## src/rtl/core/u8wd_pkg.sv

```systemverilog
// ----------------------------------------------------------------------------
// UTF-8 to wide character decoder package
// Shared types, register indexes, lead byte classes and class offsets.
// ----------------------------------------------------------------------------
package u8wd_pkg;

  localparam int COUNT_BITS = 16;

  localparam logic CFG_OUTPUT_FORM = 1'b0;
  localparam logic CFG_UNIT_LIMIT  = 1'b1;

  typedef struct packed {
    logic [7:0] in_byte;
    logic       first_byte;
  } in_item_t;

  typedef struct packed {
    logic [31:0] unit_value;
    logic        end_mark;
    logic [15:0] units_written;
    logic        limit_hit;
  } out_item_t;

  typedef struct packed {
    logic      take;
    logic      v0;
    logic      v1;
    out_item_t u0;
    out_item_t u1;
  } res_bundle_t;

  function automatic logic [2:0] lead_class(input logic [7:0] b);
    logic [2:0] cls;
    begin
      cls = 3'd0;
      if (b inside {[8'hC0 : 8'hDF]}) begin
        cls = 3'd1;
      end else if (b inside {[8'hE0 : 8'hEF]}) begin
        cls = 3'd2;
      end else if (b inside {[8'hF0 : 8'hF7]}) begin
        cls = 3'd3;
      end else if (b inside {[8'hF8 : 8'hFB]}) begin
        cls = 3'd4;
      end else if (b inside {[8'hFC : 8'hFF]}) begin
        cls = 3'd5;
      end
      return cls;
    end
  endfunction

  function automatic logic [31:0] class_offset(input logic [2:0] cls);
    logic [31:0] off;
    begin
      case (cls)
        3'd1: begin
          off = 32'h0000_3080;
        end
        3'd2: begin
          off = 32'h000E_2080;
        end
        3'd3: begin
          off = 32'h03C8_2080;
        end
        3'd4: begin
          off = 32'hFA08_2080;
        end
        3'd5: begin
          off = 32'h8208_2080;
        end
        default: begin
          off = 32'h0000_0000;
        end
      endcase
      return off;
    end
  endfunction

endpackage

```

## src/rtl/core/u8wd_if.sv

```systemverilog
// ----------------------------------------------------------------------------
// UTF-8 to wide character decoder channels
// Valid/ready request channels for input bytes and output code units.
// ----------------------------------------------------------------------------
interface u8wd_in_if;
  logic               valid;
  logic               ready;
  u8wd_pkg::in_item_t payload;

  modport source (output valid, output payload, input ready);
  modport sink (input valid, input payload, output ready);
endinterface

interface u8wd_out_if;
  logic                valid;
  logic                ready;
  u8wd_pkg::out_item_t payload;

  modport source (output valid, output payload, input ready);
  modport sink (input valid, input payload, output ready);
endinterface

```

## src/rtl/core/u8wd_core.sv

```systemverilog
// ----------------------------------------------------------------------------
// UTF-8 to wide character decoder core
// Input register, configuration, decode state and per-byte result logic.
// ----------------------------------------------------------------------------
module u8wd_core #(
  parameter int COUNT_BITS = u8wd_pkg::COUNT_BITS
) (
  input  logic                  clk_i,
  input  logic                  rst_ni,
  input  logic                  cfg_we_i,
  input  logic                  cfg_idx_i,
  input  logic [15:0]           cfg_data_i,
  input  logic                  space_i,
  u8wd_in_if.sink               in_req,
  output u8wd_pkg::res_bundle_t res_o
);

  logic                  form_q;
  logic [15:0]           limit_q;
  logic                  a_valid_q;
  u8wd_pkg::in_item_t    a_item_q;
  logic [31:0]           acc_q, acc_d;
  logic [2:0]            trail_q, trail_d;
  logic [2:0]            cls_q, cls_d;
  logic [15:0]           rem_q, rem_d;
  logic [COUNT_BITS-1:0] cnt_q, cnt_d;
  logic                  done_q, done_d;
  logic                  take;

  assign take         = a_valid_q && space_i;
  assign in_req.ready = !a_valid_q || take;

  always_ff @(posedge clk_i or negedge rst_ni) begin
    if (!rst_ni) begin
      form_q  <= 1'b0;
      limit_q <= 16'd0;
    end else if (cfg_we_i) begin
      case (cfg_idx_i)
        u8wd_pkg::CFG_OUTPUT_FORM: begin
          form_q <= cfg_data_i[0];
        end
        u8wd_pkg::CFG_UNIT_LIMIT: begin
          limit_q <= cfg_data_i;
        end
        default: begin
          form_q <= form_q;
        end
      endcase
    end
  end

  always_ff @(posedge clk_i or negedge rst_ni) begin
    if (!rst_ni) begin
      a_valid_q <= 1'b0;
    end else if (in_req.ready) begin
      a_valid_q <= in_req.valid;
    end
  end

  always_ff @(posedge clk_i) begin
    if (in_req.ready && in_req.valid) begin
      a_item_q <= in_req.payload;
    end
  end

  always_ff @(posedge clk_i or negedge rst_ni) begin
    if (!rst_ni) begin
      acc_q   <= 32'd0;
      trail_q <= 3'd0;
      cls_q   <= 3'd0;
      rem_q   <= 16'd0;
      cnt_q   <= '0;
      done_q  <= 1'b1;
    end else begin
      acc_q   <= acc_d;
      trail_q <= trail_d;
      cls_q   <= cls_d;
      rem_q   <= rem_d;
      cnt_q   <= cnt_d;
      done_q  <= done_d;
    end
  end

  always_comb begin
    logic                  live;
    logic [2:0]            trail_eff;
    logic [31:0]           cp;
    logic [31:0]           dd;
    logic [15:0]           hi;
    logic [15:0]           lo;
    logic                  single;
    logic                  hit1;
    logic                  hit2;
    logic [COUNT_BITS-1:0] cnt1;
    logic [15:0]           rem1;

    acc_d     = acc_q;
    trail_d   = trail_q;
    cls_d     = cls_q;
    rem_d     = rem_q;
    cnt_d     = cnt_q;
    done_d    = done_q;
    res_o     = '0;
    res_o.take = take;
    live      = a_item_q.first_byte || !done_q;
    trail_eff = trail_q;
    cp        = 32'd0;
    dd        = 32'd0;
    hi        = 16'd0;
    lo        = 16'd0;
    single    = 1'b1;
    hit1      = 1'b0;
    hit2      = 1'b0;
    cnt1      = '0;
    rem1      = 16'd0;

    if (take && live) begin
      if (a_item_q.first_byte) begin
        done_d    = 1'b0;
        cnt_d     = '0;
        rem_d     = limit_q;
        trail_eff = 3'd0;
      end
      if (trail_eff == 3'd0) begin
        cls_d   = u8wd_pkg::lead_class(a_item_q.in_byte);
        trail_d = cls_d;
        acc_d   = {24'd0, a_item_q.in_byte};
      end else begin
        acc_d   = {acc_q[25:0], 6'd0} + {24'd0, a_item_q.in_byte};
        trail_d = trail_eff - 3'd1;
      end
      if (trail_d == 3'd0) begin
        cp = acc_d - u8wd_pkg::class_offset(cls_d);
        if (cp == 32'd0) begin
          done_d   = 1'b1;
          res_o.v0 = 1'b1;
          res_o.u0 = '{unit_value: 32'd0, end_mark: 1'b1,
                       units_written: 16'(cnt_d), limit_hit: 1'b0};
        end else begin
          single = form_q || (cp[31:16] == 16'd0);
          dd     = cp - 32'h0001_0000;
          hi     = dd[25:10] + 16'hD800;
          lo     = {6'b110111, dd[9:0]};
          cnt1   = cnt_d + COUNT_BITS'(1);
          hit1   = (rem_d == 16'd1);
          rem1   = (rem_d != 16'd0) ? rem_d - 16'd1 : 16'd0;
          res_o.v0 = 1'b1;
          res_o.u0 = '{unit_value: single ? cp : {16'd0, hi}, end_mark: hit1,
                       units_written: 16'(cnt1), limit_hit: hit1};
          cnt_d  = cnt1;
          rem_d  = rem1;
          if (hit1) begin
            done_d = 1'b1;
          end else if (!single) begin
            hit2     = (rem1 == 16'd1);
            cnt_d    = cnt1 + COUNT_BITS'(1);
            rem_d    = (rem1 != 16'd0) ? rem1 - 16'd1 : 16'd0;
            res_o.v1 = 1'b1;
            res_o.u1 = '{unit_value: {16'd0, lo}, end_mark: hit2,
                         units_written: 16'(cnt_d), limit_hit: hit2};
            if (hit2) begin
              done_d = 1'b1;
            end
          end
        end
      end
    end
  end

endmodule

```

## src/rtl/core/u8wd_outq.sv

```systemverilog
// ----------------------------------------------------------------------------
// UTF-8 to wide character decoder result queue
// Two-entry result register that holds one or two code units per request.
// ----------------------------------------------------------------------------
module u8wd_outq (
  input  logic                  clk_i,
  input  logic                  rst_ni,
  input  u8wd_pkg::res_bundle_t res_i,
  output logic                  space_o,
  u8wd_out_if.source            out_req
);

  logic [1:0]          cnt_q, cnt_d;
  u8wd_pkg::out_item_t slot0_q, slot0_d;
  u8wd_pkg::out_item_t slot1_q, slot1_d;
  logic                pop;

  assign pop             = out_req.valid && out_req.ready;
  assign out_req.valid   = (cnt_q != 2'd0);
  assign out_req.payload = slot0_q;
  assign space_o         = (cnt_q == 2'd0) || ((cnt_q == 2'd1) && pop);

  always_comb begin
    cnt_d   = cnt_q;
    slot0_d = slot0_q;
    slot1_d = slot1_q;
    if (res_i.take) begin
      slot0_d = res_i.u0;
      slot1_d = res_i.u1;
      cnt_d   = {res_i.v1, res_i.v0 && !res_i.v1};
    end else if (pop) begin
      slot0_d = slot1_q;
      cnt_d   = cnt_q - 2'd1;
    end
  end

  always_ff @(posedge clk_i or negedge rst_ni) begin
    if (!rst_ni) begin
      cnt_q <= 2'd0;
    end else begin
      cnt_q <= cnt_d;
    end
  end

  always_ff @(posedge clk_i) begin
    slot0_q <= slot0_d;
    slot1_q <= slot1_d;
  end

endmodule

```

## src/rtl/core/utf8_to_wide_char_decoder_unit.sv

```systemverilog
// ----------------------------------------------------------------------------
// UTF-8 to wide character decoder
// Decodes a UTF-8 byte stream into UTF-16 or UTF-32 code units.
// ----------------------------------------------------------------------------
// A completing byte is held in the input register, then its code unit is
// registered in the result queue. Throughput: one byte per cycle unless the
// output stalls; a surrogate pair fills both slots, so the next byte waits.
// Reset is asynchronous and active low; the decoder is then idle until a
// byte marked as the first of a string arrives.
module utf8_to_wide_char_decoder_unit #(
  parameter int COUNT_BITS = u8wd_pkg::COUNT_BITS
) (
  input  logic        clk_i,
  input  logic        rst_ni,
  input  logic        cfg_we_i,
  input  logic        cfg_idx_i,
  input  logic [15:0] cfg_data_i,
  u8wd_in_if.sink     in_req_i,
  u8wd_out_if.source  out_req_o
);

  u8wd_pkg::res_bundle_t res;
  logic                  space;

  u8wd_core #(
    .COUNT_BITS(COUNT_BITS)
  ) u_core (
    .clk_i      (clk_i),
    .rst_ni     (rst_ni),
    .cfg_we_i   (cfg_we_i),
    .cfg_idx_i  (cfg_idx_i),
    .cfg_data_i (cfg_data_i),
    .space_i    (space),
    .in_req     (in_req_i),
    .res_o      (res)
  );

  u8wd_outq u_outq (
    .clk_i   (clk_i),
    .rst_ni  (rst_ni),
    .res_i   (res),
    .space_o (space),
    .out_req (out_req_o)
  );

  ap_stall_only_on_pending : assert property (@(posedge clk_i) disable iff (!rst_ni)
    !in_req_i.ready |-> out_req_o.valid)
    else $error("input stalled with no result pending");

  ap_hit_ends_string : assert property (@(posedge clk_i) disable iff (!rst_ni)
    out_req_o.valid && out_req_o.payload.limit_hit |-> out_req_o.payload.end_mark)
    else $error("limit hit without end mark");

  ap_second_only_after_first : assert property (@(posedge clk_i) disable iff (!rst_ni)
    res.v1 |-> res.v0 && res.take)
    else $error("second unit without first");

endmodule

```

## src/flat_wrapper.sv

```systemverilog
// flat-port wrapper written by rule: the top's interface ports become plain ports
module utf8_to_wide_char_decoder_unit_flat 
#(
  parameter int COUNT_BITS = u8wd_pkg::COUNT_BITS
)
  (clk_i, rst_ni, cfg_we_i, cfg_idx_i, cfg_data_i, in_req_i_valid, in_req_i_payload, in_req_i_ready, out_req_o_valid, out_req_o_payload, out_req_o_ready);
  u8wd_in_if in_req_i_i ();
  u8wd_out_if out_req_o_i ();
  input  logic clk_i;
  input  logic rst_ni;
  input  logic cfg_we_i;
  input  logic cfg_idx_i;
  input  logic [15:0] cfg_data_i;
  input wire logic [$bits(in_req_i_i.valid)-1:0] in_req_i_valid;
  input wire logic [$bits(in_req_i_i.payload)-1:0] in_req_i_payload;
  output wire logic [$bits(in_req_i_i.ready)-1:0] in_req_i_ready;
  output wire logic [$bits(out_req_o_i.valid)-1:0] out_req_o_valid;
  output wire logic [$bits(out_req_o_i.payload)-1:0] out_req_o_payload;
  input wire logic [$bits(out_req_o_i.ready)-1:0] out_req_o_ready;
  assign in_req_i_i.valid = in_req_i_valid;
  assign in_req_i_i.payload = in_req_i_payload;
  assign in_req_i_ready = in_req_i_i.ready;
  assign out_req_o_valid = out_req_o_i.valid;
  assign out_req_o_payload = out_req_o_i.payload;
  assign out_req_o_i.ready = out_req_o_ready;
  utf8_to_wide_char_decoder_unit #(.COUNT_BITS(COUNT_BITS)) u_core (.clk_i(clk_i), .rst_ni(rst_ni), .cfg_we_i(cfg_we_i), .cfg_idx_i(cfg_idx_i), .cfg_data_i(cfg_data_i), .in_req_i(in_req_i_i), .out_req_o(out_req_o_i));
endmodule
```

## config.mk

```make
export PLATFORM = sky130hd
export DESIGN_NAME = utf8_to_wide_char_decoder_unit_flat
export DESIGN_NICKNAME = d
export VERILOG_FILES = /design/src/rtl/core/u8wd_pkg.sv /design/src/rtl/core/u8wd_if.sv /design/src/rtl/core/u8wd_core.sv /design/src/rtl/core/u8wd_outq.sv /design/src/rtl/core/utf8_to_wide_char_decoder_unit.sv /design/src/flat_wrapper.sv
export SDC_FILE = /design/constraint.sdc
export NUM_CORES = 1
export LEC_CHECK = 0
export ABC_AREA = 0
export BUFFER_PORTS_ARGS = -buffer_cell sky130_fd_sc_hd__buf_2
export CORE_MARGIN = 2
export CORE_UTILIZATION = 50
export DETAILED_ROUTE_END_ITERATION = 8
export GPL_TIMING_DRIVEN = 0
export PLACE_DENSITY = 0.68
export SLEW_MARGIN = 20
export SYNTH_ARGS = -nofsm -noshare
export SYNTH_HDL_FRONTEND = slang
export SYNTH_SLANG_ARGS = --single-unit
```

## constraint.sdc

```tcl
create_clock -name clk_i -period 18.4 [get_ports clk_i]
set_input_delay 1.84 -clock clk_i [delete_from_list [all_inputs] [get_ports clk_i]]
set_output_delay 1.84 -clock clk_i [all_outputs]
set_load 0.02 [all_outputs]
```

Word level (Yosys, flattened, before mapping)
Index checks and enable logic that the tools add are counted.
{ "word_totals": {"ff_bits": 193, "input_bits": 31, "elab_cells": 132} }
{ "classes": {"addsub": 10, "n_lt_le_gt_ge": 10, "eq_ne": 8, "mux": 50, "n_bitwise": 3, "reduce_logical": 31} }
{ "op_table": {"columns": ["operator", "count"], "rows": [
  ["16-bit two-way mux", 14],
  ["102-bit two-way mux", 2],
  ["50-bit two-way mux", 4],
  ["32-bit two-way mux", 5],
  ["32-bit one-hot mux with 5 select lines", 1],
  ["34-bit two-way mux", 2],
  ["8-bit greater-or-equal comparator (second input constant)", 5],
  ["8-bit less-or-equal comparator (second input constant)", 5],
  ["3-bit two-way mux", 11],
  ["16-bit by 1-bit adder with 16-bit output (second input constant)", 2],
  ["32-bit by 8-bit adder with 32-bit output", 1],
  ["16-bit by 1-bit == test with 1-bit output (second input constant)", 2],
  ["32-bit zero test", 1],
  ["16-bit nonzero test", 2],
  ["16-bit by 1-bit subtractor with 16-bit output (second input constant)", 2],
  ["32-bit subtractor", 1],
  ["26-bit by 17-bit subtractor with 26-bit output (second input constant)", 1],
  ["16-bit adder (second input constant)", 1],
  ["16-bit zero test", 1],
  ["1-bit logical AND", 11],
  ["1-bit two-way mux", 9],
  ["3-bit by 2-bit == test with 1-bit output (second input constant)", 2],
  ["3-bit == test (second input constant)", 2],
  ["3-bit zero test", 2],
  ["13 further kinds", 23]
]} }

Depth between registers and ports, before layout
Gate-level depths: netlist (run 1).
{ "depth": {"depth_word": 25, "ltp_mapped": 33, "ltp_nobuf": 27} }

Hierarchy
Synthesis (run 1) repeated with hierarchy kept, for this count alone.
{ "hier_totals": {"hier_cells": 1361, "area_unflattened_um2": 13171.4} }
{ "modules_own_cells": {"columns": ["module", "n_inst", "cells_each", "area_each_um2"], "rows": [
  ["u8wd_core", 1, 1187, 9152.5],
  ["u8wd_outq", 1, 174, 4018.9]
]} }

Worst setup path after synthesis (run 1)
No wires, ideal clock.
{ "synth_path": {"path_kind": "register to register", "startpoint": "register u_core.u_core.a_item_q[0] in the netlist's numbering", "endpoint": "register u_core.u_outq.slot0_q, in the netlist u_core.u_outq.out_req.payload[26] (data pin)", "setup_ns": 0.257, "arrival_ns": 6.400, "t_required_ns": 18.143, "path_slack_ns": 11.743, "stages_incl_launch_ff": 28, "period_less_slack_ns": 6.657, "cell_sequence": "edfxtp_1 -> clkbuf_1 -> buf_2 -> buf_2 -> clkinv_1 -> nand2_1 -> ha_1 -> ha_1 -> buf_2 -> clkbuf_1 -> clkbuf_1 -> clkbuf_1 -> buf_1 -> nor2_1 -> ha_1 -> clkbuf_1 -> a21o_1 -> a41o_1 -> a211oi_2 -> mux2_2 -> and3_1 -> and4_1 -> and4_1 -> buf_2 -> a31o_2 -> buf_6 -> or3_1 -> a32o_1"} }
{ "synth_rtl": {"columns": ["item", "line_no", "rtl"], "rows": [
  ["start, declared", "u8wd_core.sv:21", "u8wd_pkg::in_item_t a_item_q;"],
  ["start signal, assigned", "u8wd_core.sv:62", "a_item_q <= in_req.payload;"],
  ["end signal, assigned", "u8wd_outq.sv:46", "slot0_q <= slot0_d;"],
  ["end, declared", "u8wd_outq.sv:14", "u8wd_pkg::out_item_t slot0_q, slot0_d;"]
]} }

==> out/summary.txt, run 1 <==
status - finished clean
ant diodes - 0
CP delay by family, top - buffers and inverters
CP arrival - 10.10 ns
R2R setup slack - 8.49 ns
CP Launch Type - flop
CTS root buf - clkbuf_16
global-route wire length before repair - 55000 um
most used cell, CP - clkbuf_1
Final Setup Violations - 0
worst setup path class - flop to flop
R2R Path End - u_core.u_outq.out_req.payload[27]$_DFFE_PP_
Final period util - 0.539
Worst path depth - 28
reg2reg path depth - 28
relative slew slack - 0.376
Least-Margin Pin Slew - 0.932 ns
Overflow after GRT - 0
FF+latch count, synth - 172
DRC viols - 0
Pre-antenna DRT Iters - 5
initial antenna violation count - 0
DRT iter0 DRCs - 879
register area share after synthesis - 0.399
peak supply drop - 0.120 mV
slowest cell on the critical path - nor4b_4
wire length per cell after detailed routing - 20.0 um
antenna violation net count after detailed routing - 0
dominant cell type by area after synthesis - edfxtp_1
Vias/cell - 6.06
minimum clock period - 9.91 ns
Leakage Power - 5.46 nW
number of synthesized flops with an enable pin - 87
Main synth FF type - edfxtp_1
chip height - 158 um
Fin. Hold Viols - 0
Post-CTS Repair Setup Buffers - 0
Async SR Flop Fraction - 0.494
share of cells above drive strength 1 - 0.134
total CTS buffers - 17
fmax - 101 MHz
row count - 56
CTS Hold Buffers Added - 0
# IOs - 83
top-area cell type share of the netlist area - 0.220
initial core utilization - 0.507
die width - 158 um
clock latency at the later pin of the worst-skew pair - 0.44 ns
worst setup slack after layout - 8.49 ns
Slowest Stage Delay on Critical Path - 0.67 ns
via count - 10700
RSZ-0062 raised after global routing - false
Pins Over Slew Limit - 0
Post-Synthesis Cell Area - 0.0119 mm2
area grow syn2layout - 12.0%
PortBufs - 82
vias in the first global route - 9654
hold crit path type - flop to flop
worst setup path endpoint - u_core.u_outq.out_req.payload[27]$_DFFE_PP_
worst path required time - 18.59 ns
fin nets - 1492
Core ar. - 0.0234 mm2
die area - 0.0250 mm2
Clock transition at path regs - 0.07 ns
CTS Buffer Depth - 2
CTS tree - done
Setup WS pre-CTS - 8.92 ns
total power - 2.89 mW
GRT Resource Usage Total - 0.288
critical path startpoint - u_core.u_core.a_item_q[0]$_DFFE_PP_
Crit Path Max Fanout - 10
Area contributors post-synth - edfxtp_1 (22%), dfrtp_1 (18%), nand2_1 (6.0%)
TNS Setup - 0 ns
synthesized instance count - 1328
hpwl dp - 26500 um
synth unique cells - 91
CP endpoint kind - flop
routability cong. - 0.960
post_cts resized - 0
Hold WS - 0.475 ns
Mean Syn Cell Area - 8.94 um2
Max-Cap Viols - 0
largest net degree at the start of global routing - 55
Fin Clk Skew - 0.0123 ns
Layout Utilization - 0.568
worst flop-to-flop path startpoint - u_core.u_core.a_item_q[0]$_DFFE_PP_
syn_nets - 1390
Synth Warn # - 0
WL final - 35300 um
Cell Pwr Density - 217 mW/mm2
count of buffer and inverter cells on the critical path - 12
# clock sinks - 172
H-tree depth - 4
-- layout by cell type (no fill, tap or decap), drive strengths merged, types with 16 or more instances in the layout --
cell    count
nor3       39
and2       16
dfrtp      84
clkbuf     67
xnor2      70
mux2       27
buf       111
and3       28
inv        35
a21oi      52
nand2     191
nor2      144
a22o       16
nand3      40
xor2       42
o21ai      76
ha         30
nor2b      18
mux2i      28
edfxtp     87
nor4       17
-- worst min-delay path by stage --
stage / from / endpoint / slack, ns / depth (start not counted)
final: u_core.u_core.trail_q[1]$_DFFE_PN0P_ / u_core.u_core.trail_q[1]$_DFFE_PN0P_ / 0.48 / 2
after global routing: u_core.u_core.rem_q[10]$_DFFE_PN0P_ / u_core.u_core.rem_q[10]$_DFFE_PN0P_ / 0.51 / 2
after CTS: u_core.u_core.trail_q[1]$_DFFE_PN0P_ / u_core.u_core.trail_q[1]$_DFFE_PN0P_ / 0.48 / 2
after detailed placement: u_core.u_core.trail_q[1]$_DFFE_PN0P_ / u_core.u_core.trail_q[1]$_DFFE_PN0P_ / 0.46 / 2
after floorplan: u_core.u_core.trail_q[1]$_DFFE_PN0P_ / u_core.u_core.trail_q[1]$_DFFE_PN0P_ / 0.44 / 2
after global placement: u_core.u_core.trail_q[1]$_DFFE_PN0P_ / u_core.u_core.trail_q[1]$_DFFE_PN0P_ / 0.46 / 2
-- where the power goes --
group / switching, mW / internal [mW]
Clock: 0.170 / 0.194
Sequential: 0.0793 / 0.584
Combinational: 1.21 / 0.652
-- registers in the layout (all words and copies together), names as in the netlist --
register	count
u_core.u_outq.out_req.payload	50
u_core.u_outq.slot1_q	28
u_core.u_core.acc_q	26
u_core.u_core.cnt_q	16
u_core.u_core.limit_q	16
u_core.u_core.rem_q	16
u_core.u_core.a_item_q	9
u_core.u_core.cls_q	3
u_core.u_core.trail_q	3
u_core.u_outq.cnt_q	2
u_core.u_core.a_valid_q	1
u_core.u_core.done_q	1
u_core.u_core.form_q	1
-- synth_stat cells, types with 10 or more instances --
library cell	instances
a21oi_1	49
o21ai_0	67
ha_1	30
and3_1	28
nand3_1	40
a21o_1	15
nor2b_1	18
a31oi_1	12
buf_2	17
xor2_1	42
mux2_2	27
o211ai_1	13
xnor2_1	70
inv_1	29
edfxtp_1	87
a22o_1	16
nand2b_1	10
dfrtp_1	84
nor2_1	144
a211oi_1	11
and2_1	16
nand2_1	191
mux2i_1	28
nor4_1	16
nor3_1	38
clkbuf_1	48
nand4_1	14
or3_1	14
-- through the flow --
stage | instance area (um2) | instances
4_1_cts | 13300 | 1762
2_1_floorplan | 11900 | 1328
3_5_place_dp | 12700 | 1730
5_1_grt | 13300 | 1762
6_report | 13300 | 1762
3_3_place_gp | 12700 | 1729
-- worst min-delay path, stage by stage (launching register included) --
cell and delay, ns:
dfrtp_1 0.35, nand2_1 0.05, nand2_1 0.05
-- metal layers --
| metal | track usage | wire length (um) | vias up |
|---|---|---|---|
| li1 | - | - | 5005 |
| met1 | 0.431 | 16300 | 5130 |
| met2 | 0.423 | 15100 | 455 |
| met3 | 0.0512 | 2950 | 79 |
| met4 | 0.0914 | 997 | 0 |
| met5 | 0 | 0 | - |
-- logic make-up after synthesis --
| family | synth area share |
|---|---|
| xor+xnor | 0.0827 |
| mux | 0.0492 |
| compound gates | 0.165 |
| flops | 0.399 |
| fa+ha+maj | 0.0333 |
| buf+inv | 0.0382 |
| simple gates | 0.232 |
-- cell type report --
type                       count  area, um2
multi-input combinational   1049       6680
inverter                      31        116
fill                        2210      10100
tap                          319        399
sequential                   172       4740
buffer                        76        337
clock inverter                13        131
timing repair buffer          83        444
clock buffer                  19        443
Power figures use the tool's default switching activity.
==> inputs of run 2 (changes only) <==
--- a/config.mk
+++ b/config.mk
@@ -11,7 +11,7 @@
 export CORE_UTILIZATION = 50
 export DETAILED_ROUTE_END_ITERATION = 8
 export GPL_TIMING_DRIVEN = 0
-export PLACE_DENSITY = 0.68
+export PLACE_DENSITY = 0.71
 export SLEW_MARGIN = 20
 export SYNTH_ARGS = -nofsm -noshare
 export SYNTH_HDL_FRONTEND = slang
==> constraint.sdc (replaced) <==
create_clock -name clk_i -period 7.94 [get_ports clk_i]
set_input_delay 0.794 -clock clk_i [delete_from_list [all_inputs] [get_ports clk_i]]
set_output_delay 0.794 -clock clk_i [all_outputs]
set_load 0.02 [all_outputs]
==> run 2 against run 1 <==
Against the previous run: power is 130% higher; register-to-register slack worse by 8.2 ns; cell count hardly changed; wire length is 1.6% lower; largest power group unchanged; first-iteration DRC count is 37% higher; flip-flop and latch count stayed put; fmax is 29% higher; clock skew is 0.0046 ns lower; sequential power is 130% higher; clock power is 130% higher; combinational power is 140% higher; core utilization is 0.33 points higher.
==> out/summary.txt, run 2 (synthesis gave the netlist of run 1 again) <==
count of buffer and inverter cells on the critical path - 10
switching pwr - 3.41 mW
critical path startpoint - u_core.u_core.a_item_q[0]$_DFFE_PP_
Fin. Hold Viols - 0
most frequent cells in the layout - nand2_1 (190), nor2_1 (144), buf_2 (99)
fmax - 131 MHz
Layout Utilization - 0.571
Final period util - 0.965
H-tree depth - 4
hold crit path type - primary input to async pin
slowest cell on the critical path - ha_1
Pins Over Slew Limit - 0
reg2reg path depth - 30
Overflow after GRT - 0
Vias/cell - 6.06
Cell Pwr Density - 507 mW/mm2
met2 GRT Util - 0.427
DRC viols - 0
CTS tree - done
CTS Buffer Depth - 2
routability cong. - 0.991
status - finished clean
die width - 158 um
max FFs per register - 50
Max-Cap Viols - 0
most used cell, CP - buf_2
area grow syn2layout - 12.7%
initial core utilization - 0.507
worst flop-to-flop path startpoint - u_core.u_core.a_item_q[0]$_DFFE_PP_
GRT Resource Usage Total - 0.281
Core ar. - 0.0234 mm2
Final Setup Violations - 0
PortBufs - 82
Comb power frac - 0.650
most common cell after layout, fill and taps aside - nand2_1
share of cells above drive strength 1 - 0.150
chip height - 158 um
worst path required time - 8.13 ns
Slowest Stage Delay on Critical Path - 0.41 ns
wire length per cell after detailed routing - 19.7 um
# clock sinks - 172
# IOs - 83
row count - 56
largest net degree at the start of global routing - 55
grt met3 use - 0.0509
Crit Path Max Fanout - 10
CTS Hold Buffers Added - 0
minimum clock period - 7.66 ns
relative slew slack - 0.350
CP Launch Type - flop
Net Sw Frac - 0.504
busiest grt layer - met2
initial antenna violation count - 0
peak supply drop - 0.272 mV
R2R Path End - u_core.u_outq.out_req.payload[28]$_DFFE_PP_
Fin Clk Skew - 0.00769 ns
worst setup path endpoint - u_core.u_outq.out_req.payload[28]$_DFFE_PP_
internal power - 3.36 mW
CP arrival - 7.85 ns
Leakage Power - 5.52 nW
Least-Margin Pin Slew - 0.976 ns
Pre-antenna DRT Iters - 6
ant diodes - 0
DRT iter0 DRCs - 1206
Seq pwr share - 0.227
vias in the first global route - 9751
fin nets - 1491
CP endpoint kind - flop
met1 usage - 0.409
WL final - 34700 um
total CTS buffers - 17
global-route wire length before repair - 54000 um
antenna violation net count after detailed routing - 0
total power - 6.78 mW
Clock Power Share - 0.123
die area - 0.0250 mm2
clock latency at the later pin of the worst-skew pair - 0.44 ns
CP delay by family, top - buffers and inverters
Clock transition at path regs - 0.07 ns
hpwl dp - 26000 um
worst setup path class - flop to flop
CTS root buf - clkbuf_16
via count - 10700
Worst path depth - 30
R2R setup slack - 0.28 ns
run 2: cell count changes in the layout (fill, tap and decap cells not counted), sizes merged:
cell,before,now
bufinv,1,0
clkbuf,67,62
buf,111,115
inv,35,37
clkinv,5,4
run 2: metal layers:
layer | vias up | part of all wire
li1 | 5002 | -
met1 | 5058 | 0.45
met2 | 537 | 0.44
met3 | 75 | 0.089
met4 | 0 | 0.027
met5 | - | 0
run 2: layout make-up:
class                      count  area, um2
buffer                        72        333
clock buffer                  19        453
clock inverter                13        123
fill                        2118      10000
inverter                      31        118
multi-input combinational   1049       6740
sequential                   172       4740
tap                          319        399
timing repair buffer          86        467
run 2: through the flow:
step           hold slack [ns]  area, um2  instances  TNS [ns]  worst slack, ns
2_1_floorplan            0.439      11900       1328         0             1.28
3_3_place_gp             0.459      12700       1729   -122.66            -1.39
3_5_place_dp             0.463      12700       1730   -139.12            -1.52
4_1_cts                  0.255      13300       1764         0           0.0366
5_1_grt                  0.264      13400       1761   -0.0390          -0.0390
6_report                 0.238      13400       1761         0            0.278
run 2: worst min path at each step:
stage / cells after the start / endpoint / slack, ns
final: 1 / u_core.u_core.cnt_q[5]$_DFFE_PN0P_ / 0.24
after global routing: 1 / u_core.u_core.cnt_q[5]$_DFFE_PN0P_ / 0.26
after CTS: 1 / u_core.u_core.cnt_q[5]$_DFFE_PN0P_ / 0.26
after detailed placement: 2 / u_core.u_core.trail_q[1]$_DFFE_PN0P_ / 0.46
after global placement: 2 / u_core.u_core.trail_q[1]$_DFFE_PN0P_ / 0.46
after floorplan: 2 / u_core.u_core.trail_q[1]$_DFFE_PN0P_ / 0.44
run 2: what timing repair did:
| item | 4_1_cts | 5_1_grt |
|---|---|---|
| cloned | 0 | 0 |
| resized for setup | 7 | 17 |
| buffers inserted | 3 | 0 |
| endpoints found under the setup margin | 113 | 104 |
| pin swaps | 2 | 0 |
run 2: power by group through the flow:
stage | logic (mW) | registers [mW] | clock network, mW
after CTS | 4.26 | 1.54 | 0.838
after detailed placement | 4.20 | 1.55 | 0
after global routing | 4.79 | 1.58 | 0.875
after global placement | 4.14 | 1.54 | 0
final | 4.41 | 1.54 | 0.832
after floorplan | 2.97 | 1.67 | 0
run 2: worst register-to-register path, delay by kind of cell, from the launching register on:
| kind | cells | cell delay, ns |
|---|---|---|
| fa+ha+maj | 3 | 0.71 |
| mux | 1 | 0.41 |
| simple gates | 9 | 1.50 |
| buf+inv | 10 | 2.60 |
| flops | 1 | 0.37 |
| compound gates | 7 | 1.83 |
==> inputs of run 3 (changes only) <==
--- a/config.mk
+++ b/config.mk
@@ -5,13 +5,12 @@
 export SDC_FILE = /design/constraint.sdc
 export NUM_CORES = 1
 export LEC_CHECK = 0
-export ABC_AREA = 0
+export ABC_AREA = 1
 export BUFFER_PORTS_ARGS = -buffer_cell sky130_fd_sc_hd__buf_2
-export CORE_MARGIN = 2
-export CORE_UTILIZATION = 50
+export CORE_UTILIZATION = 40
 export DETAILED_ROUTE_END_ITERATION = 8
 export GPL_TIMING_DRIVEN = 0
-export PLACE_DENSITY = 0.71
+export PLACE_DENSITY = 0.59
 export SLEW_MARGIN = 20
 export SYNTH_ARGS = -nofsm -noshare
 export SYNTH_HDL_FRONTEND = slang
==> run 3 against run 2 <==
Against the previous run: flip-flop and latch count did not move; power shrank 3.2%; largest power group unchanged; largest cell class unchanged; register-to-register slack improved by 0.47 ns; critical path type unchanged; global-route usage down 3.1 points; die area rose by 27%; core utilization down 11 points; synthesized cell count is 32% higher.
==> out/summary.txt, run 3 <==
dominant cell type by area after synthesis - edfxtp_1
Post-CTS Repair Setup Buffers - 0
worst setup path class - flop to flop
most used cell, CP - nand2_1
CP Launch Type - flop
hold crit path type - primary input to async pin
CTS Hold Buffers Added - 0
Cell Pwr Density - 470 mW/mm2
R2R setup slack - 0.75 ns
post_cts resized - 0
Max-Cap Viols - 0
H-tree depth - 4
worst path required time - 8.08 ns
critical path startpoint - u_core.u_core.a_item_q[0]$_DFFE_PP_
top-area cell type share of the netlist area - 0.211
GRT Resource Usage Total - 0.250
Final period util - 0.905
Vias/cell - 5.19
syn_nets - 1813
CP endpoint kind - flop
clock latency at the later pin of the worst-skew pair - 0.46 ns
row count - 64
ant diodes - 0
fmax - 139 MHz
die area - 0.0317 mm2
synth unique cells - 51
Post-Synthesis Cell Area - 0.0124 mm2
Clock transition at path regs - 0.06 ns
initial core utilization - 0.406
busiest grt layer - met2
Area contributors post-synth - edfxtp_1 (21%), dfrtp_1 (17%), nand2_1 (16%)
Fin Clk Skew - 0.0147 ns
number of synthesized flops with an enable pin - 87
Synth Warn # - 0
Final Setup Violations - 0
global-route wire length before repair - 60400 um
# IOs - 83
most frequent cells in the layout - nand2_1 (523), inv_1 (206), nor2_1 (177)
Main synth FF type - edfxtp_1
FF+latch count, synth - 172
CTS tree - done
Pre-antenna DRT Iters - 5
max FFs per register - 50
Overflow after GRT - 0
met1 usage - 0.350
WL final - 38100 um
CTS root buf - clkbuf_16
total power - 6.56 mW
hpwl dp - 29300 um
wire length per cell after detailed routing - 16.8 um
chip height - 178 um
peak supply drop - 0.195 mV
TNS Setup - 0 ns
vias in the first global route - 11100
list of most frequent post-synthesis cells - nand2_1 (523), inv_1 (207), nor2_1 (178), nand3_1 (125), edfxtp_1 (87)
slowest cell on the critical path - a21boi_0
Fillers - 3161
initial antenna violation count - 0
status - finished clean
Pins Over Slew Limit - 0
minimum clock period - 7.19 ns
Async SR Flop Fraction - 0.494
CP arrival - 7.33 ns
met2 GRT Util - 0.389
fin nets - 1917
DRT iter0 DRCs - 1004
most frequent cell after synthesis - nand2_1
Mean Syn Cell Area - 7.07 um2
Fin. Hold Viols - 0
worst flop-to-flop path startpoint - u_core.u_core.a_item_q[0]$_DFFE_PP_
antenna violation net count after detailed routing - 0
reg2reg path depth - 37
Core ar. - 0.0305 mm2
# clock sinks - 172
relative slew slack - 0.449
largest net degree at the start of global routing - 47
total CTS buffers - 17
RSZ-0062 raised after global routing - false
R2R Path End - u_core.u_outq.out_req.payload[0]$_DFFE_PP_
PortBufs - 82
Crit Path Max Fanout - 10
via count - 11800
routability cong. - 0.931
CTS Buffer Depth - 2
grt met3 use - 0.0437
DRC viols - 0
Least-Margin Pin Slew - 0.826 ns
register area share after synthesis - 0.383
die width - 178 um
Slowest Stage Delay on Critical Path - 0.41 ns
share of cells above drive strength 1 - 0.140
synthesized instance count - 1751
Leakage Power - 6.74 nW
area grow syn2layout - 12.8%
most common cell after layout, fill and taps aside - nand2_1
[run 3: cell types whose count changed after synthesis, sizes merged, moves of 16 or more]
cell    previous run  this run
and3              28         0
nor3              39        18
nand4             15        51
o21ai             76       115
nand2            191       542
a22o              16         0
inv               29       226
nor2             144       214
clkbuf            48        25
a21oi             52        77
mux2i             28         1
nor2b             18         0
nand3             40       138
xnor2             70         6
[run 3: worst max-delay path by stage]
stage / end
finish: u_core.u_outq.out_req.payload[0]$_DFFE_PP_
global route: u_core.u_outq.out_req.payload[0]$_DFFE_PP_
CTS: u_core.u_outq.out_req.payload[0]$_DFFE_PP_
detailed placement: u_core.u_outq.out_req.payload[0]$_DFFE_PP_
global placement: u_core.u_outq.out_req.payload[0]$_DFFE_PP_
floorplan: u_core.u_outq.slot1_q[24]$_SDFFCE_PP0P_
[run 3: where the power goes]
group / switching (mW) / internal [mW]
clock: 0.391 / 0.472
sequential: 0.149 / 1.36
combinational: 2.96 / 1.23
[run 3: cell families (layout without fill, tap and decap cells)]
| family | after synthesis | after routing | share of synthesized area |
|---|---|---|---|
| muxes | 13 | 13 | 0.0117 |
| xor gates and xnor gates | 48 | 48 | 0.0340 |
| AOI/OAI and AO/OA | 216 | 216 | 0.0935 |
| and+or+nand+nor | 983 | 983 | 0.349 |
| DFF | 172 | 172 | 0.383 |
| adders and majority gates | 31 | 31 | 0.0319 |
| buffers and inverters | 288 | 405 | 0.0965 |
[run 3: cell type report]
class	instances	area (um2)	share of cell area
multi-input combinational	1291	6450	0.462
tap	396	495	0.0355
buffer	60	339	0.0243
clock inverter	13	154	0.0110
sequential	172	4740	0.340
timing repair buffer	85	492	0.0352
clock buffer	19	433	0.0310
inverter	228	856	0.0613
[run 3: per-stage QoR]
stage	setup WS, ns	utilization	hold slack (ns)	cells	cell area [um2]
after detailed placement	0.845	0.438	0.466	2232	13400
final	0.752	0.458	0.270	2264	14000
after floorplan	2.77	-	0.446	1751	12400
after global routing	0.222	0.458	0.297	2264	14000
after global placement	0.906	0.435	0.464	2229	13300
after CTS	0.802	0.458	0.274	2264	14000
[run 3: per-layer routing]
layer | routed length (um) | up-vias
met5 | 0 | -
met4 | 795 | 0
met3 | 2080 | 52
met2 | 17000 | 366
met1 | 18200 | 5455
li1 | - | 5882
[run 3: critical path: cells and delay by family (launching register included)]
kind / cells / cell delay, ns
buffers and inverters: 10 / 1.95
and+or+nand+nor: 17 / 2.04
AOI/OAI and AO/OA: 4 / 1.12
xor gates and xnor gates: 1 / 0.32
DFF: 1 / 0.40
adders and majority gates: 5 / 1.04
